## src/lgs_pkg.sv

```systemverilog
// Shared constants, register indexes and the B3/S23 rule for the life generation stream.
package lgs_pkg;

    localparam int MAX_COLS_DEF    = 128;
    localparam int MAX_ROWS_DEF    = 64;
    localparam int GRID_WIDTH_RST  = 100;
    localparam int GRID_HEIGHT_RST = 60;
    localparam int DIM_MIN         = 3;

    localparam int CFG_IDX_W  = 1;
    localparam int CFG_DATA_W = 8;
    localparam int HEIGHT_W   = 7;
    localparam int OUT_ROW_W  = 6;
    localparam int OUT_COL_W  = 7;
    localparam int IN_DATA_W  = 8;
    localparam int OUT_DATA_W = 16;

    localparam logic [CFG_IDX_W-1:0] REG_GRID_WIDTH  = 1'b0;
    localparam logic [CFG_IDX_W-1:0] REG_GRID_HEIGHT = 1'b1;

    // Next state of the center cell of a 3x3 window (center at bit 4).
    function automatic logic life_rule(input logic [8:0] win);
        logic [3:0] cnt;
        cnt = 4'd0;
        for (int i = 0; i < 9; i++)
        begin
            if (i != 4)
            begin
                cnt = cnt + 4'(win[i]);
            end
        end
        return (cnt == 4'd3) || (win[4] && (cnt == 4'd2));
    endfunction

endpackage

```

## src/lgs_ram.sv

```systemverilog
// Generic single-write, single-read RAM with registered read data.
module lgs_ram #(
    parameter int WIDTH = 2,
    parameter int DEPTH = 128,
    localparam int AW   = (DEPTH > 1) ? $clog2(DEPTH) : 1
) (
    input  logic             clk,
    input  logic             wr_en,
    input  logic [AW-1:0]    wr_addr,
    input  logic [WIDTH-1:0] wr_data,
    input  logic [AW-1:0]    rd_addr,
    output logic [WIDTH-1:0] rd_data
);

    logic [WIDTH-1:0] mem [DEPTH];
    logic [WIDTH-1:0] rd_data_reg;

    always_ff @(posedge clk)
    begin
        if (wr_en)
        begin
            mem[wr_addr] <= wr_data;
        end
        rd_data_reg <= mem[rd_addr];
    end

    assign rd_data = rd_data_reg;

endmodule

```

## src/lgs_pos_div.sv

```systemverilog
// Restoring divider, one quotient bit per cycle: splits a linear position into row and column.
module lgs_pos_div #(
    parameter int DVD_W = 13,
    parameter int DVS_W = 8
) (
    input  logic             clk,
    input  logic             rst_n,
    input  logic             start,
    input  logic [DVD_W-1:0] dividend,
    input  logic [DVS_W-1:0] divisor,
    output logic             done,
    output logic [DVD_W-1:0] quotient,
    output logic [DVS_W-1:0] remainder
);

    localparam int CNT_W = $clog2(DVD_W + 1);

    logic             busy_reg, busy_next;
    logic             done_reg, done_next;
    logic [CNT_W-1:0] cnt_reg, cnt_next;
    logic [DVD_W-1:0] dvd_reg, dvd_next;
    logic [DVS_W-1:0] dvs_reg, dvs_next;
    logic [DVS_W-1:0] rem_reg, rem_next;
    logic [DVD_W-1:0] quo_reg, quo_next;
    logic [DVS_W:0]   trial;
    logic             fits;

    assign trial = {rem_reg, dvd_reg[DVD_W-1]};
    assign fits  = trial >= {1'b0, dvs_reg};

    always_comb
    begin
        busy_next = busy_reg;
        done_next = 1'b0;
        cnt_next  = cnt_reg;
        dvd_next  = dvd_reg;
        dvs_next  = dvs_reg;
        rem_next  = rem_reg;
        quo_next  = quo_reg;
        if (start)
        begin
            busy_next = 1'b1;
            cnt_next  = CNT_W'(DVD_W);
            dvd_next  = dividend;
            dvs_next  = divisor;
            rem_next  = '0;
            quo_next  = '0;
        end
        else if (busy_reg)
        begin
            // Shift in the next dividend bit; subtract when it fits.
            rem_next = fits ? DVS_W'(trial - {1'b0, dvs_reg}) : DVS_W'(trial);
            quo_next = {quo_reg[DVD_W-2:0], fits};
            dvd_next = dvd_reg << 1;
            cnt_next = cnt_reg - CNT_W'(1);
            if (cnt_reg == CNT_W'(1))
            begin
                busy_next = 1'b0;
                done_next = 1'b1;
            end
        end
    end

    always_ff @(posedge clk or negedge rst_n)
    begin
        if (!rst_n)
        begin
            busy_reg <= 1'b0;
            done_reg <= 1'b0;
            cnt_reg  <= '0;
        end
        else
        begin
            busy_reg <= busy_next;
            done_reg <= done_next;
            cnt_reg  <= cnt_next;
        end
    end

    always_ff @(posedge clk)
    begin
        dvd_reg <= dvd_next;
        dvs_reg <= dvs_next;
        rem_reg <= rem_next;
        quo_reg <= quo_next;
    end

    assign done      = done_reg;
    assign quotient  = quo_reg;
    assign remainder = rem_reg;

endmodule

```

## src/lgs_window.sv

```systemverilog
// 3x3 neighbour window: shifts in one column per cell and applies the life rule.
module lgs_window
    import lgs_pkg::*;
(
    input  logic clk,
    input  logic rst_n,
    input  logic shift,
    input  logic up2,
    input  logic up1,
    input  logic cell_bit,
    output logic next_alive
);

    logic [8:0] window_reg, window_next;

    // Oldest row in bits 2:0, newest column in bit 0 of each row.
    assign window_next = {window_reg[7:6], cell_bit,
                          window_reg[4:3], up1,
                          window_reg[1:0], up2};

    assign next_alive = life_rule(window_next);

    always_ff @(posedge clk or negedge rst_n)
    begin
        if (!rst_n)
        begin
            window_reg <= '0;
        end
        else if (shift)
        begin
            window_reg <= window_next;
        end
    end

endmodule

```

## src/life_generation_stream.sv

```systemverilog
// Top level of the streaming Game of Life (B3/S23) generation engine.
//
// Cells of one generation enter in row-major raster order, one per transaction on the
// s_axis side (tdata[0] = alive bit, tuser = pad flag). Each cell is answered one grid
// row plus one cell later on the m_axis side with its next-generation state, row and
// column; tlast marks the last cell of the generation. Border cells are always reported
// dead. After the last cell of a frame, W+1 results are still owed: send pad
// transactions to drain them, or start the next frame, whose first W+1 cells each also
// push out one owed result. A pad with nothing owed is absorbed without a result.
// Throughput is one transaction per clock: the two previous rows sit in a 2-bit-wide
// line RAM read ahead at the column the next cell will use, a 3x3 window register
// feeds the rule, and a single output register takes the result, so input and output
// stall only when that register is full and not being taken; input also stalls while
// a register write is handled. grid_width (index 0) and grid_height (index 1) are
// clamped to 3..MAX_COLS and 3..MAX_ROWS; write them only while the block is idle.
// After each write the block holds both ready signals low while it starts a restoring
// divider (ST_NORM), remaps the pending output position to row and column at one
// quotient bit per cycle (ST_DIV), and loads the result. An input or output position
// that falls outside the new grid restarts at zero with the next transaction.
// Line RAM columns never written since reset read as dead cells.
module life_generation_stream
    import lgs_pkg::*;
#(
    parameter int MAX_COLS = MAX_COLS_DEF,
    parameter int MAX_ROWS = MAX_ROWS_DEF
) (
    input  logic                  clk,
    input  logic                  rst_n,
    // Cell input stream
    input  logic                  s_axis_tvalid,
    output logic                  s_axis_tready,
    input  logic [IN_DATA_W-1:0]  s_axis_tdata,   // [0] cell_alive, [7:1] zero
    input  logic                  s_axis_tuser,   // [0] pad
    // Result stream
    output logic                  m_axis_tvalid,
    input  logic                  m_axis_tready,
    output logic [OUT_DATA_W-1:0] m_axis_tdata,   // [0] next_alive, [6:1] out_row,
                                                  // [13:7] out_col, [15:14] zero
    output logic                  m_axis_tlast,   // frame_last
    // Configuration write channel
    input  logic                  cfg_valid,
    output logic                  cfg_ready,
    input  logic [CFG_IDX_W-1:0]  cfg_index,
    input  logic [CFG_DATA_W-1:0] cfg_data
);

    localparam int COL_W = (MAX_COLS > 1) ? $clog2(MAX_COLS) : 1;
    localparam int ROW_W = (MAX_ROWS > 1) ? $clog2(MAX_ROWS) : 1;
    localparam int WD_W  = $clog2(MAX_COLS + 1);
    localparam int HT_W  = $clog2(MAX_ROWS + 1);
    localparam int POS_W = $clog2(MAX_COLS * MAX_ROWS);
    localparam int WD_RST = (GRID_WIDTH_RST > MAX_COLS) ? MAX_COLS : GRID_WIDTH_RST;
    localparam int HT_RST = (GRID_HEIGHT_RST > MAX_ROWS) ? MAX_ROWS : GRID_HEIGHT_RST;

    typedef enum logic [1:0] {
        ST_RUN,
        ST_NORM,
        ST_DIV
    } state_t;

    state_t           state_reg, state_next;
    logic [WD_W-1:0]  wd_reg, wd_next;
    logic [HT_W-1:0]  ht_reg, ht_next;
    logic [COL_W-1:0] in_col_reg, in_col_next;
    logic [ROW_W-1:0] in_row_reg, in_row_next;
    logic [COL_W-1:0] ocol_reg, ocol_next;
    logic [ROW_W-1:0] orow_reg, orow_next;
    logic [POS_W-1:0] pos_reg, pos_next;
    logic             out_valid_reg, out_valid_next;
    logic             out_alive_reg, out_alive_next;
    logic [ROW_W-1:0] out_row_reg, out_row_next;
    logic [COL_W-1:0] out_col_reg, out_col_next;
    logic             out_last_reg, out_last_next;
    logic [MAX_COLS-1:0] col_valid_reg, col_valid_next;
    logic             valid_rd_reg;

    logic             in_acc;
    logic             cfg_acc;
    logic             cell_bit;
    logic             pad;
    logic             late;
    logic             emit;
    logic             use_window;
    logic             owed;
    logic             inner;
    logic             frame_end;
    logic [WD_W-1:0]  wd_cfg;
    logic [HT_W-1:0]  ht_cfg;
    logic [HEIGHT_W-1:0] ht_raw;
    logic [31:0]      total;
    logic [POS_W-1:0] pos_norm;
    logic             in_over;
    logic             pos_over;
    logic [COL_W-1:0] in_col_eff;
    logic [ROW_W-1:0] in_row_eff;
    logic [COL_W-1:0] ocol_eff;
    logic [ROW_W-1:0] orow_eff;
    logic [COL_W-1:0] rd_col;
    logic             div_start;
    logic             div_done;
    logic [POS_W-1:0] div_quo;
    logic [WD_W-1:0]  div_rem;
    logic [1:0]       ram_rd;
    logic             up1;
    logic             up2;
    logic             win_alive;
    logic             line_wr;

    assign cell_bit = s_axis_tdata[0];
    assign pad    = s_axis_tuser;
    assign in_acc = s_axis_tvalid && s_axis_tready;
    assign cfg_acc = cfg_valid && cfg_ready;

    assign s_axis_tready = (state_reg == ST_RUN) && (!out_valid_reg || m_axis_tready);
    assign cfg_ready     = (state_reg == ST_RUN);

    // Clamp incoming dimensions to the supported range.
    assign ht_raw = cfg_data[HEIGHT_W-1:0];
    always_comb
    begin
        if (32'(cfg_data) < DIM_MIN)
        begin
            wd_cfg = WD_W'(DIM_MIN);
        end
        else if (32'(cfg_data) > MAX_COLS)
        begin
            wd_cfg = WD_W'(MAX_COLS);
        end
        else
        begin
            wd_cfg = WD_W'(cfg_data);
        end
        if (32'(ht_raw) < DIM_MIN)
        begin
            ht_cfg = HT_W'(DIM_MIN);
        end
        else if (32'(ht_raw) > MAX_ROWS)
        begin
            ht_cfg = HT_W'(MAX_ROWS);
        end
        else
        begin
            ht_cfg = HT_W'(ht_raw);
        end
    end

    // Line RAM data; a column not yet written since reset reads as dead.
    assign up1 = valid_rd_reg & ram_rd[0];
    assign up2 = valid_rd_reg & ram_rd[1];
    assign line_wr = in_acc && !pad;

    // A position left outside the grid by a register write counts as zero; hold the raw
    // value until the next transaction commits the restart.
    assign in_over    = (32'(in_col_reg) >= 32'(wd_reg)) || (32'(in_row_reg) >= 32'(ht_reg));
    assign in_col_eff = in_over ? '0 : in_col_reg;
    assign in_row_eff = in_over ? '0 : in_row_reg;

    assign total    = 32'(wd_reg) * 32'(ht_reg);
    assign pos_over = (32'(pos_reg) >= total);
    assign pos_norm = pos_over ? '0 : pos_reg;
    assign ocol_eff = pos_over ? '0 : ocol_reg;
    assign orow_eff = pos_over ? '0 : orow_reg;
    assign div_start = (state_reg == ST_NORM);

    // Input position past the first W+1 cells of a generation.
    assign late = (32'(in_row_eff) >= 2) || ((in_row_eff == ROW_W'(1)) && (in_col_eff != '0));
    assign owed = (pos_norm != '0);
    assign use_window = !pad && late;
    assign emit = use_window || (!late && owed);
    assign inner = (orow_eff != '0) && (32'(orow_eff) + 2 <= 32'(ht_reg))
                && (ocol_eff != '0) && (32'(ocol_eff) + 2 <= 32'(wd_reg));
    assign frame_end = (32'(orow_eff) + 1 == 32'(ht_reg)) && (32'(ocol_eff) + 1 == 32'(wd_reg));

    // Fetch the column the next cell will use.
    assign rd_col = in_acc ? in_col_next : in_col_eff;

    always_comb
    begin
        state_next     = state_reg;
        wd_next        = wd_reg;
        ht_next        = ht_reg;
        in_col_next    = in_col_reg;
        in_row_next    = in_row_reg;
        ocol_next      = ocol_reg;
        orow_next      = orow_reg;
        pos_next       = pos_reg;
        out_valid_next = out_valid_reg;
        out_alive_next = out_alive_reg;
        out_row_next   = out_row_reg;
        out_col_next   = out_col_reg;
        out_last_next  = out_last_reg;
        col_valid_next = col_valid_reg;

        // Drop the result once the sink takes it.
        if (m_axis_tvalid && m_axis_tready)
        begin
            out_valid_next = 1'b0;
        end

        case (state_reg)
            ST_RUN:
            begin
                if (cfg_acc)
                begin
                    case (cfg_index)
                        REG_GRID_WIDTH:  wd_next = wd_cfg;
                        REG_GRID_HEIGHT: ht_next = ht_cfg;
                        default:         wd_next = wd_reg;
                    endcase
                    state_next = ST_NORM;
                end
                if (in_acc)
                begin
                    // Commit any pending restart of the positions.
                    in_col_next = in_col_eff;
                    in_row_next = in_row_eff;
                    pos_next    = pos_norm;
                    ocol_next   = ocol_eff;
                    orow_next   = orow_eff;
                    if (!pad)
                    begin
                        col_valid_next[in_col_eff] = 1'b1;
                        if (32'(in_col_eff) + 1 >= 32'(wd_reg))
                        begin
                            in_col_next = '0;
                            if (32'(in_row_eff) + 1 >= 32'(ht_reg))
                            begin
                                in_row_next = '0;
                            end
                            else
                            begin
                                in_row_next = in_row_eff + ROW_W'(1);
                            end
                        end
                        else
                        begin
                            in_col_next = in_col_eff + COL_W'(1);
                        end
                    end
                    if (emit)
                    begin
                        out_valid_next = 1'b1;
                        out_alive_next = use_window && inner && win_alive;
                        out_row_next   = orow_eff;
                        out_col_next   = ocol_eff;
                        out_last_next  = frame_end;
                        // Advance the output position, wrapping at the end of the frame.
                        if (frame_end)
                        begin
                            pos_next  = '0;
                            ocol_next = '0;
                            orow_next = '0;
                        end
                        else
                        begin
                            pos_next = pos_norm + POS_W'(1);
                            if (32'(ocol_eff) + 1 == 32'(wd_reg))
                            begin
                                ocol_next = '0;
                                orow_next = orow_eff + ROW_W'(1);
                            end
                            else
                            begin
                                ocol_next = ocol_eff + COL_W'(1);
                            end
                        end
                    end
                end
            end
            ST_NORM:
            begin
                // Start the divider on the raw output position.
                state_next = ST_DIV;
            end
            ST_DIV:
            begin
                if (div_done)
                begin
                    orow_next  = div_quo[ROW_W-1:0];
                    ocol_next  = div_rem[COL_W-1:0];
                    state_next = ST_RUN;
                end
            end
            default:
            begin
                state_next = ST_RUN;
            end
        endcase
    end

    always_ff @(posedge clk or negedge rst_n)
    begin
        if (!rst_n)
        begin
            state_reg     <= ST_RUN;
            wd_reg        <= WD_W'(WD_RST);
            ht_reg        <= HT_W'(HT_RST);
            in_col_reg    <= '0;
            in_row_reg    <= '0;
            ocol_reg      <= '0;
            orow_reg      <= '0;
            pos_reg       <= '0;
            out_valid_reg <= 1'b0;
            col_valid_reg <= '0;
            valid_rd_reg  <= 1'b0;
        end
        else
        begin
            state_reg     <= state_next;
            wd_reg        <= wd_next;
            ht_reg        <= ht_next;
            in_col_reg    <= in_col_next;
            in_row_reg    <= in_row_next;
            ocol_reg      <= ocol_next;
            orow_reg      <= orow_next;
            pos_reg       <= pos_next;
            out_valid_reg <= out_valid_next;
            col_valid_reg <= col_valid_next;
            // Follow the RAM read: fetch the column the next cell will use.
            valid_rd_reg  <= col_valid_reg[rd_col];
        end
    end

    always_ff @(posedge clk)
    begin
        out_alive_reg <= out_alive_next;
        out_row_reg   <= out_row_next;
        out_col_reg   <= out_col_next;
        out_last_reg  <= out_last_next;
    end

    // Two previous rows per column: bit 0 is the row above, bit 1 two rows above.
    lgs_ram #(
        .WIDTH (2),
        .DEPTH (MAX_COLS)
    ) u_line_ram (
        .clk     (clk),
        .wr_en   (line_wr),
        .wr_addr (in_col_eff),
        .wr_data ({up1, cell_bit}),
        .rd_addr (rd_col),
        .rd_data (ram_rd)
    );

    lgs_window u_window (
        .clk        (clk),
        .rst_n      (rst_n),
        .shift      (line_wr),
        .up2        (up2),
        .up1        (up1),
        .cell_bit   (cell_bit),
        .next_alive (win_alive)
    );

    lgs_pos_div #(
        .DVD_W (POS_W),
        .DVS_W (WD_W)
    ) u_pos_div (
        .clk       (clk),
        .rst_n     (rst_n),
        .start     (div_start),
        .dividend  (pos_reg),
        .divisor   (wd_reg),
        .done      (div_done),
        .quotient  (div_quo),
        .remainder (div_rem)
    );

    assign m_axis_tvalid = out_valid_reg;
    assign m_axis_tlast  = out_last_reg;
    assign m_axis_tdata  = {2'b00, OUT_COL_W'(out_col_reg), OUT_ROW_W'(out_row_reg),
                            out_alive_reg};

`ifndef ASSERT_OFF
    a_in_pos_in_grid: assert property (@(posedge clk) disable iff (!rst_n)
        in_acc |=>
            ((32'(in_col_reg) < 32'(wd_reg)) && (32'(in_row_reg) < 32'(ht_reg))))
        else $error("input position outside the grid");

    a_out_pos_consistent: assert property (@(posedge clk) disable iff (!rst_n)
        ((state_reg == ST_RUN) && !pos_over) |->
            (32'(pos_reg) == 32'(orow_reg) * 32'(wd_reg) + 32'(ocol_reg)))
        else $error("output row and column disagree with linear position");

    a_late_cell_gives_result: assert property (@(posedge clk) disable iff (!rst_n)
        (in_acc && !pad && late) |=> m_axis_tvalid)
        else $error("late cell produced no result");

    a_no_input_while_remap: assert property (@(posedge clk) disable iff (!rst_n)
        (state_reg != ST_RUN) |-> (!s_axis_tready && !cfg_ready))
        else $error("transaction accepted during position remap");
`endif

endmodule

```

## config.mk

```make
export PLATFORM = sky130hd
export DESIGN_NAME = life_generation_stream
export DESIGN_NICKNAME = d
export VERILOG_FILES = /design/src/lgs_pkg.sv /design/src/lgs_ram.sv /design/src/lgs_pos_div.sv /design/src/lgs_window.sv /design/src/life_generation_stream.sv
export SDC_FILE = /design/constraint.sdc
export NUM_CORES = 1
export LEC_CHECK = 0
export ABC_AREA = 1
export BUFFER_PORTS_ARGS = -buffer_cell sky130_fd_sc_hd__buf_2
export CAP_MARGIN = 20
export CORE_ASPECT_RATIO = 1.2
export CORE_MARGIN = 1.5
export CORE_UTILIZATION = 55
export DETAILED_ROUTE_END_ITERATION = 8
export PLACE_DENSITY = 0.71
export SLEW_MARGIN = 5
export SYNTH_ARGS = -nofsm -noshare
export SYNTH_HDL_FRONTEND = slang
export SYNTH_HIERARCHICAL = 1
export SYNTH_SLANG_ARGS = --single-unit
export TNS_END_PERCENT = 50
```

## constraint.sdc

```tcl
create_clock -name clk -period 9.9 [get_ports clk]
set_clock_uncertainty 0.2 [all_clocks]
set_input_delay 0.495 -clock clk [delete_from_list [all_inputs] [get_ports clk]]
set_output_delay 0.495 -clock clk [all_outputs]
set_load 0.02 [all_outputs]
```

# Yosys cells after proc, flatten, opt, wreduce, memory -nomap -nowiden

Memory sizes are Yosys's and may differ from the RTL's. A register that Yosys moved wholly into a read port is not among the register bits.
Index checks and enable logic that the tools add are counted.
Widths: inputs -> output; s select.

$add $sub $neg: 20
Multiply operators: 1
Divide/modulo/power cells: 0
Order comparisons: 16
Equal/unequal tests: 11
Shift operators: 0
Multiplexer cells: 55
Bitwise gates (word level): 5
Reductions and logical operators: 38

Operators by type and width:

| kind                  | number |
|---|---|
| $or 128x128->128      | 1 |
| $mux 7                | 14 |
| $mux 13               | 5 |
| $mux 6                | 10 |
| $mux 8                | 3 |
| $add 4x1->4           | 5 |
| $add 7x1->8 const B   | 2 |
| $logic_and 1x1->1     | 16 |
| $lt 7x8->1 const B    | 2 |
| $ge 13x15->1          | 1 |
| $mul 8x7->15          | 1 |
| $reduce_and 3->1      | 5 |
| $add 6x1->7 const B   | 2 |
| $add 7x1->7 const B   | 2 |
| $mux 1                | 14 |
| $pmux 7 s2            | 1 |
| $reduce_bool 7->1     | 2 |
| $add 13x1->13 const B | 1 |
| $reduce_bool 13->1    | 1 |
| $add 6x1->6 const B   | 2 |
| $pmux 6 s2            | 1 |
| $ge 9x8->1            | 1 |
| $add 7x2->8 const B   | 1 |
| $eq 4x2->1 const B    | 2 |
| other kinds (37)      | 51 |

Register bits: 250
Latch bits: 0
Memory bits (writable): 256
ROM bits: 0
Output and inout port bits: 20
Memories kept: 1

Memory list:

| name           | words | bits a word | read ports | clocked after Yosys merged registers in | write ports | RTL line      | RTL |
|---|---|---|---|---|---|---|---|
| u_line_ram.mem | 128   | 2           | 1          | 1                                       | 1           | lgs_ram.sv:15 | `logic [WIDTH-1:0] mem [DEPTH];` |

# Longest topological paths before layout

Gate-level depths: netlist of the first run.

Depth in word-level cells: 12
Mapped depth: 45
Depth with buffers taken out: 41

# By module

Netlist of the first run, hierarchy kept.

By module, submodules not included:

| module                 | instances | cells an instance | area each (um^2) |
|---|---|---|---|
| life_generation_stream | 1         | 1882              | 14202.4 |
| lgs_ram                | 1         | 1041              | 11095.6 |
| lgs_pos_div            | 1         | 273               | 2313.5 |
| lgs_window             | 1         | 47                | 421.7 |

# Worst setup path before layout of the first run

Ideal clock, no wire load.

Path type: register to register
Start point: register ht_reg[5]
End point: register out_alive_reg, data pin
Setup time: 0.176 ns
Arrival: 7.134 ns
Required time: 9.524 ns
Slack: 2.390 ns
Stages on the path, launching flop included: 39
Period minus slack after synthesis: 7.510 ns
Cells stage by stage: dfstp_2 clkbuf_1 nand2_1 fa_1 fa_1 inv_1 fa_1 inv_1 fa_1 inv_1 ha_1 inv_1 nor2_1 nor2_1 o21ai_0 a31oi_1 xor2_1 ha_1 [... 3 more ...] nand3_1 nor2_1 nand2_1 nand3_2 buf_6 buf_6 buf_6 nand2_1 inv_1 ha_1 nand4_1 xor2_1 ha_1 and3_1 a221o_1 a21oi_1 a21oi_1 nor4_1

Longest elaborated chain between the ends: 10
Elaborated cells on any way between the ends: 25
Classes of those cells: add/sub (2); mul (1); order compare (5); eq/ne (1); mux (4); reduce/logical (12)

Ends and longest elaborated chain:

| element                           | RTL line                      | RTL |
|---|---|---|
| from (decl)                       | life_generation_stream.sv:63  | `logic [HT_W-1:0] ht_reg, ht_next;` |
| from (signal assigned)            | life_generation_stream.sv:297 | `ht_reg <= HT_W'(HT_RST);` |
| from (signal assigned)            | life_generation_stream.sv:311 | `ht_reg <= ht_next;` |
| $mul 8x7->15 *                    | life_generation_stream.sv:158 | `assign total = 32'(wd_reg) * 32'(ht_reg);` |
| $ge 13x15->1 *                    | life_generation_stream.sv:159 | `assign pos_over = (32'(pos_reg) >= total);` |
| $mux 6 *                          | life_generation_stream.sv:162 | `assign orow_eff = pos_over ? '0 : orow_reg;` |
| named net orow_eff[1]             | life_generation_stream.sv:97  | `logic [ROW_W-1:0] orow_eff;` |
| $add 6x2->7                       | life_generation_stream.sv:170 | `assign inner = (orow_eff != '0) && (32'(orow_eff) + 2 <= 32'(ht_reg))` |
| $le 7x7->1                        | life_generation_stream.sv:170 |  |
| $logic_and 1x1->1 *               | life_generation_stream.sv:170 |  |
| $logic_and 1x1->1 * (2 in series) | life_generation_stream.sv:171 | `&& (ocol_eff != '0) && (32'(ocol_eff) + 2 <= 32'(wd_reg));` |
| $logic_and 1x1->1 * (2 in series) | life_generation_stream.sv:243 | `out_alive_next = use_window && inner && win_alive;` |
| to (signal assigned)              | life_generation_stream.sv:326 | `out_alive_reg <= out_alive_next;` |
| to (decl)                         | life_generation_stream.sv:70  | `logic out_alive_reg, out_alive_next;` |

Mark *: on every way through the listed nets, which the timed path passes. The rest lies on a longest branch.
A chain may end at the register's enable or synchronous reset.

# Worst setup path after layout of the first run

Start point: register wd_reg[0]
End point: register out_alive_reg, data pin

Longest elaborated chain between the ends: 10
Elaborated cells on any way between the ends: 25
Classes of those cells: add/sub (2); mul (1); order compare (5); eq/ne (1); mux (4); reduce/logical (12)

Ends and longest elaborated chain:

| element                           | RTL line                      | RTL |
|---|---|---|
| from (decl)                       | life_generation_stream.sv:62  | `logic [WD_W-1:0] wd_reg, wd_next;` |
| from (signal assigned)            | life_generation_stream.sv:296 | `wd_reg <= WD_W'(WD_RST);` |
| from (signal assigned)            | life_generation_stream.sv:310 | `wd_reg <= wd_next;` |
| $mul 8x7->15 *                    | life_generation_stream.sv:158 |  |
| $ge 13x15->1 *                    | life_generation_stream.sv:159 |  |
| $mux 6 *                          | life_generation_stream.sv:162 |  |
| named net orow_eff[1]             | life_generation_stream.sv:97  |  |
| $add 6x2->7                       | life_generation_stream.sv:170 |  |
| $le 7x7->1                        | life_generation_stream.sv:170 |  |
| $logic_and 1x1->1 *               | life_generation_stream.sv:170 |  |
| $logic_and 1x1->1 * (2 in series) | life_generation_stream.sv:171 |  |
| $logic_and 1x1->1 * (2 in series) | life_generation_stream.sv:243 |  |

Marks and branches as above.

==> flow_metrics.env, run 1 <==
export IMPL_grt_pass1_wl_microns=112300
export IMPL_largest_reg_flops=256
export IMPL_dieArea_sq_um=51950
export IMPL_grt_pass1_vias=21990
export IMPL_drt_iter0_markers=1899
export IMPL_drive_above_1_share_pct=7.081
export IMPL_max_freq_mhz=115.8
export IMPL_hold_viol=0
export IMPL_die_x_microns=208.3
export IMPL_htreeDepth=2
export IMPL_critPathMaxFanout=22
export IMPL_slowest_stage="dfrtp_1"
export IMPL_tightestPinTransition_ps=1159
export IMPL_start_util_pct=55.53
export IMPL_viasPerCell=5.667
export IMPL_area_growth_pct=8.445
export IMPL_final_min_clock_period_ps=8634
export IMPL_place_inst=3785
export IMPL_route_detailed_wl_per_inst_microns=17.82
export IMPL_grt_overflow=0
export IMPL_final_cell_area_sq_um=30170
export IMPL_first_pass_iters=8
export IMPL_hold_class="in2reg"
export IMPL_cp_required_ps=10010
export IMPL_cts_resized=0
export IMPL_worst_path_dominant_cell_family="adder cells"
export IMPL_startpoint_type="flop"
export IMPL_relSlewSlack_pct=22.70
export IMPL_status="finished clean"
export IMPL_final_common_cell="nand2_1"
export IMPL_ff2ff_path_depth=35
export IMPL_yosysWarnings=6
export IMPL_grt_usage_pct=27.02
export IMPL_synth_area_sq_um=27820
export IMPL_cts_path_max_buffers=3
export IMPL_critPathBufInv=6
export IMPL_cpPeakStageDelay_ps=680
export IMPL_drv_cap=0
export IMPL_finalSetupViolCount=0
export IMPL_path_common_cell="inv_1"
export IMPL_clock_latency_ps=620
export IMPL_final_cell_mix="821 x nand2_1, 508 x nand3_1, 392 x inv_1, 292 x edfxtp_1, 228 x nor2_1"
export IMPL_cts_sinks=506
export IMPL_syn_inst=3222
export IMPL_tns_ps=0
export IMPL_path_clk_slew_ps=60
export IMPL_fin_util_pct=60.21
export IMPL_core_area_sq_um=50110
export IMPL_vias=22068
export IMPL_crit_cells=35
export IMPL_fp_row_count=90
export IMPL_min_period_over_period_pct=87.21
export IMPL_syn_area_per_cell_sq_um=8.636
export IMPL_critPathCaptureType="flop"
export IMPL_grt_max_degree=155
export IMPL_drc=0
export IMPL_ant_nets=0
export IMPL_antenna_found_initial=1
export IMPL_io_pins=43
export IMPL_cp_arrival_ps=8740
export IMPL_nets=3378
export IMPL_holdPathStages=3
export IMPL_root_buffer="clkbuf_16"
export IMPL_holdBufCountCts=11
export IMPL_final_cells=3894
export IMPL_cts_buffers=51
export IMPL_critical_path_class="reg2reg"
export IMPL_gp_congestion=0.8980
export IMPL_post_cts_buffers=0
export IMPL_die_y_microns=249.4
export IMPL_place_area_sq_um=28260
export IMPL_wl_microns=69390
export IMPL_numPortBuffers=33
export IMPL_slew_viol_final=0
export IMPL_cts_tree="built"
export IMPL_grt_setup_unrepaired="false"
export IMPL_dp_hpwl_microns=44830
[worst reg2reg max path: cells and delay by family, from the launching register on]
kind	cells	cell delay [ps]
adders and majority gates	8	3370
and+or+nand+nor	14	2080
AOI/OAI and AO/OA	5	940
buffers and inverters	6	700
DFF	1	680
xor gates and xnor gates	2	370
[through the flow]
step                      setup WS (ps)  hold WS [ps]
after floorplan                    2390       -0.5910
after global placement             1588         237.8
after detailed placement           1354         245.4
after CTS                          1296         50.25
after global routing              728.8         95.07
final                              1266         79.59
[routing by layer]
layer,vias to the layer above,GRT usage (%),wire length (microns)
li1,10555,-,-
met4,0,12.10,2794
met1,10542,33.54,27540
met5,-,0,0
met3,199,3.335,4261
met2,772,47.24,34800
[path summary, 6_finish.rpt]
path	startpoint	endpoint	slack (ps)
worst min-delay path	s_axis_tuser	in_col_reg[1]	80
worst max register to register	wd_reg[0]	out_alive_reg	1270
max in group asynchronous	rst_n	col_valid_reg[87]	7520
worst min register to register	col_valid_reg[73]	col_valid_reg[73]	250
min in group asynchronous	rst_n	col_valid_reg[19]	370
worst max-delay path	wd_reg[0]	out_alive_reg	1270
[layout make-up]
class / instances / area, sq um
multi-input cells: 2162 / 11470
well taps: 644 / 805.8
fillers: 4203 / 19940
repair buffers: 66 / 488.0
clock buffers: 70 / 1483
diodes: 2 / 5.005
clock inverters: 25 / 300.3
inverters: 419 / 1574
flip-flops and latches: 506 / 14050
Power of run 1 is not shown: default switching activity piles up to over one toggle a cycle in this logic, so the estimate is an artifact.
==> inputs of run 2 (changes only) <==
--- a/config.mk
+++ b/config.mk
@@ -18,4 +18,3 @@
 export SYNTH_HDL_FRONTEND = slang
 export SYNTH_HIERARCHICAL = 1
 export SYNTH_SLANG_ARGS = --single-unit
-export TNS_END_PERCENT = 50
==> constraint.sdc (replaced) <==
create_clock -name clk -period 11.1 [get_ports clk]
set_clock_uncertainty 0.2 [all_clocks]
set_input_delay 0.555 -clock clk [delete_from_list [all_inputs] [get_ports clk]]
set_output_delay 0.555 -clock clk [all_outputs]
set_load 0.02 [all_outputs]
==> run 2 against run 1 <==
Net effect: utilization down 0.15 points; global-route usage up 0.10 points; setup slack better by 860 ps.
==> flow_metrics.env, run 2 (synthesized netlist as in run 1, its figures left out) <==
export IMPL_grt_pass1_wl_microns=112200
export IMPL_grt_usage_pct=27.13
export IMPL_numPortBuffers=33
export IMPL_start_util_pct=55.53
export IMPL_filler_cell_count=4297
export IMPL_hold_class="in2reg"
export IMPL_holdCritStartpoint="cfg_data[2]"
export IMPL_clock_latency_ps=600
export IMPL_area_growth_pct=8.175
export IMPL_critPathCaptureType="flop"
export IMPL_final_min_clock_period_ps=8972
export IMPL_die_y_microns=249.4
export IMPL_ant_nets=0
export IMPL_final_common_cell="nand2_1"
export IMPL_dieArea_sq_um=51950
export IMPL_tightestPinTransition_ps=1097
export IMPL_vias=22200
export IMPL_path_clk_slew_ps=60
export IMPL_finalSetupViolCount=0
export IMPL_grt_overflow=0
export IMPL_grt_util_met3_pct=3.838
export IMPL_cts_path_max_buffers=3
export IMPL_final_cell_mix="821 x nand2_1, 508 x nand3_1, 392 x inv_1, 292 x edfxtp_1, 228 x nor2_1"
export IMPL_cp_required_ps=11210
export IMPL_post_cts_buffers=0
export IMPL_r2r_start="wd_reg[0]"
export IMPL_slowest_stage="dfrtp_1"
export IMPL_min_period_over_period_pct=80.83
export IMPL_cpPeakStageDelay_ps=670
export IMPL_final_cell_area_sq_um=30100
export IMPL_top_usage_layer="met2"
export IMPL_drc=0
export IMPL_slew_viol_final=0
export IMPL_root_buffer="clkbuf_16"
export IMPL_htreeDepth=2
export IMPL_first_pass_iters=5
export IMPL_tns_ps=0
export IMPL_grt_max_degree=101
export IMPL_largest_reg_flops=256
export IMPL_core_area_sq_um=50110
export IMPL_startpoint_type="flop"
export IMPL_antenna_found_initial=1
export IMPL_nets=3372
export IMPL_cts_sinks=506
export IMPL_dp_hpwl_microns=45920
export IMPL_cp_arrival_ps=9080
export IMPL_critPathMaxFanout=23
export IMPL_drv_cap=0
export IMPL_grt_use_met2_pct=47.73
export IMPL_cts_buffers=51
export IMPL_critical_path_class="reg2reg"
export IMPL_fp_row_count=90
export IMPL_viasPerCell=5.710
export IMPL_startpoint="wd_reg[0]"
export IMPL_cts_tree="built"
export IMPL_path_common_cell="inv_1"
export IMPL_use_met1_pct=33.46
export IMPL_gp_congestion=0.8820
export IMPL_grt_setup_unrepaired="false"
export IMPL_max_freq_mhz=111.5
export IMPL_grt_pass1_vias=21736
export IMPL_status="finished clean"
export IMPL_hold_viol=0
export IMPL_relSlewSlack_pct=26.69
export IMPL_die_x_microns=208.3
export IMPL_route_detailed_wl_per_inst_microns=18.06
export IMPL_place_area_sq_um=28220
export IMPL_drt_iter0_markers=1929
export IMPL_io_pins=43
export IMPL_wl_microns=70210
export IMPL_drive_above_1_share_pct=7.216
export IMPL_fin_util_pct=60.06
## run 2: cell types whose count changed in the layout (fill, tap and decap cells not counted), moves of 2 or more
cell	change
clkinv_8	+2
clkbuf_8	+4
clkinv_1	-2
dlygate4sd3_1	-8
clkbuf_16	-2
## run 2: routing by layer
metal  wire length [microns]  vias up
li1                        -    10549
met1                   27760    10702
met2                   35780      768
met3                    4150      181
met4                    2520        0
met5                       0        -
## run 2: stage by stage
stage / setup slack, ps / hold slack (ps) / instances
after floorplan: 3590 / 59.41 / 3223
after global placement: 2410 / 237.3 / 3784
after detailed placement: 2201 / 244.4 / 3784
after CTS: 2162 / 37.48 / 3883
after global routing: 1652 / 68.06 / 3888
final: 2128 / 67.27 / 3888
## run 2: path summary, 6_finish.rpt
check                                    end  slack [ps]  depth (start not counted)
setup reg to reg               out_alive_reg        2130                         34
min in group asynchronous  col_valid_reg[74]         290                          2
hold / removal                     wd_reg[2]          70                          3
max in group asynchronous        pos_reg[11]        9190                          3
hold reg to reg            col_valid_reg[93]         260                          2
setup / recovery               out_alive_reg        2130                         34
## run 2: final cells by class
class                   count  area, sq um  share of cell area, %
clock inverters            23        276.5                 0.9187
clock buffers              73         1491                  4.955
inverters                 419         1574                  5.229
well taps                 644        805.8                  2.677
flip-flops and latches    506        14050                  46.69
multi-input cells        2162        11470                  38.09
repair buffers             60        430.4                  1.430
diodes                      1        2.502               0.008314
## run 2: what timing repair did
item	4_1_cts	5_1_grt
endpoints found under the hold margin	61	0
hold buffers	3	0
resized for setup	0	0
## run 2: worst max-delay path, delay by kind of cell (launching register included)
kind / cells / cell delay [ps]
adders and majority gates: 8 / 3390
and+or+nand+nor: 14 / 2680
AOI/OAI and AO/OA: 5 / 970
xor gates and xnor gates: 2 / 380
buffers and inverters: 5 / 390
DFF: 1 / 670
Power of run 2 is left out for the same reason.
==> inputs of run 3 (changes only) <==
==> constraint.sdc (replaced) <==
create_clock -name clk -period 8.9 [get_ports clk]
set_clock_uncertainty 0.2 [all_clocks]
set_input_delay 0.445 -clock clk [delete_from_list [all_inputs] [get_ports clk]]
set_output_delay 0.445 -clock clk [all_outputs]
set_load 0.02 [all_outputs]
==> run 3 against run 2 <==
Net effect: clock-buffer cell count is 4 lower; sequential share of layout area about the same; first-iteration DRC count is 9.4% lower; critical path depth increased by 3; die area unchanged; routed wire length is 0.37% lower; non-clock buffer count is 8 higher; flip-flop and latch count did not move; via count fell by 0.68%; global-route usage down 0.062 points; register-to-register slack lost 1200 ps; utilization is essentially flat; critical path type unchanged.
==> flow_metrics.env, run 3 (synthesized netlist as in run 1, its figures left out) <==
export IMPL_die_y_microns=249.4
export IMPL_multi_input_area_sq_um=11470
export IMPL_final_cell_mix="821 x nand2_1, 508 x nand3_1, 392 x inv_1, 292 x edfxtp_1, 228 x nor2_1"
export IMPL_antenna_found_initial=0
export IMPL_first_pass_iters=5
export IMPL_critical_path_class="reg2reg"
export IMPL_cts_tree="built"
export IMPL_drv_cap=0
export IMPL_path_common_cell="inv_1"
export IMPL_drive_above_1_share_pct=7.202
export IMPL_finalSetupViolCount=0
export IMPL_cp_arrival_ps=8180
export IMPL_fp_row_count=90
export IMPL_final_common_cell="nand2_1"
export IMPL_numPortBuffers=33
export IMPL_tightestPinTransition_ps=1093
export IMPL_drc=0
export IMPL_wl_microns=69950
export IMPL_io_pins=43
export IMPL_hold_viol=0
export IMPL_htreeDepth=2
export IMPL_max_freq_mhz=125.3
export IMPL_met2_length_microns=35750
export IMPL_critPathMaxFanout=21
export IMPL_gp_congestion=0.8721
export IMPL_antennaDiodeCount=0
export IMPL_critPathCaptureType="flop"
export IMPL_drt_iter0_markers=1747
export IMPL_grt_pass1_wl_microns=111900
export IMPL_tns_ps=0
export IMPL_cts_resized=0
export IMPL_status="finished clean"
export IMPL_viasPerCell=5.664
export IMPL_cp_required_ps=9100
export IMPL_startpoint_type="flop"
export IMPL_regArea_sq_um=14050
export IMPL_filler_cell_count=4272
export IMPL_grt_overflow=0
export IMPL_start_util_pct=55.53
export IMPL_post_cts_buffers=0
export IMPL_cts_sinks=506
export IMPL_dp_slack_ps=977.3
export IMPL_nets=3379
export IMPL_slew_viol_final=0
export IMPL_grt_max_degree=134
export IMPL_die_x_microns=208.3
export IMPL_critPathBufInv=8
export IMPL_cts_path_max_buffers=3
export IMPL_slowest_stage="dfrtp_1"
export IMPL_root_buffer="clkbuf_16"
export IMPL_grt_pass1_vias=22174
export IMPL_dp_hpwl_microns=45330
export IMPL_path_clk_slew_ps=60
export IMPL_min_period_over_period_pct=89.68
export IMPL_holdBufCountCts=9
export IMPL_final_min_clock_period_ps=7981
export IMPL_area_growth_pct=8.243
export IMPL_vias=22050
export IMPL_setup_ws_ps=918.6
export IMPL_worst_path_dominant_cell_family="adder cells"
export IMPL_grt_usage_pct=27.06
export IMPL_cts_buffers=50
export IMPL_grt_setup_unrepaired="false"
export IMPL_met3_length_microns=4315
export IMPL_ant_nets=0
export IMPL_routed_top_layer="met4"
export IMPL_route_detailed_wl_per_inst_microns=17.97
export IMPL_clock_latency_ps=600
export IMPL_cpPeakStageDelay_ps=680
export IMPL_hold_class="in2reg"
export IMPL_largest_reg_flops=256
export IMPL_relSlewSlack_pct=26.95
export IMPL_core_area_sq_um=50110
export IMPL_wl_met1_microns=27190
export IMPL_dieArea_sq_um=51950
[run 3: worst register-to-register path, delay by kind of cell (launching register included)]
kind | cells | cell delay, ps
AOI/OAI and AO/OA | 6 | 870
adders and majority gates | 8 | 3350
buffers and inverters | 8 | 900
xor gates and xnor gates | 2 | 330
and+or+nand+nor | 13 | 1450
DFF | 1 | 680
[run 3: cell type report]
type	instances	share of cell area (%)
Sequential cell	506	46.66
Multi-Input combinational cell	2162	38.07
Inverter	419	5.226
Clock buffer	69	4.728
Tap cell	644	2.675
Timing Repair Buffer	68	1.716
Clock inverter	25	0.9264
[run 3: per-stage QoR]
step                instances  area [sq um]  hold slack (ps)  utilization, %
global route             3893         30120            41.40           60.10
global placement         3787         28270            237.8           56.42
finish                   3893         30120            20.06           60.10
CTS                      3890         30070           0.7934           60.00
floorplan                3223         27830           -50.59               -
detailed placement       3787         28270            242.6           56.42
[run 3: metal layers]
| layer | GRT usage, % | vias to the layer above |
|---|---|---|
| met5 | 0 | - |
| met4 | 11.70 | 0 |
| met1 | 32.10 | 10585 |
| met3 | 4.090 | 179 |
| met2 | 48.64 | 724 |
| li1 | - | 10562 |
[run 3: path summary, 6_finish.rpt]
check / from / to / slack, ps / cells past startpoint
min in group asynchronous: rst_n / col_valid_reg[80] / 50 / 2
min: s_axis_tuser / in_col_reg[1] / 20 / 3
max in group asynchronous: rst_n / state_reg[0] / 6750 / 4
max reg2reg: wd_reg[0] / out_alive_reg / 920 / 37
min reg2reg: col_valid_reg[22] / col_valid_reg[22] / 250 / 2
max: wd_reg[0] / out_alive_reg / 920 / 37
Power of run 3 is left out for the same reason.
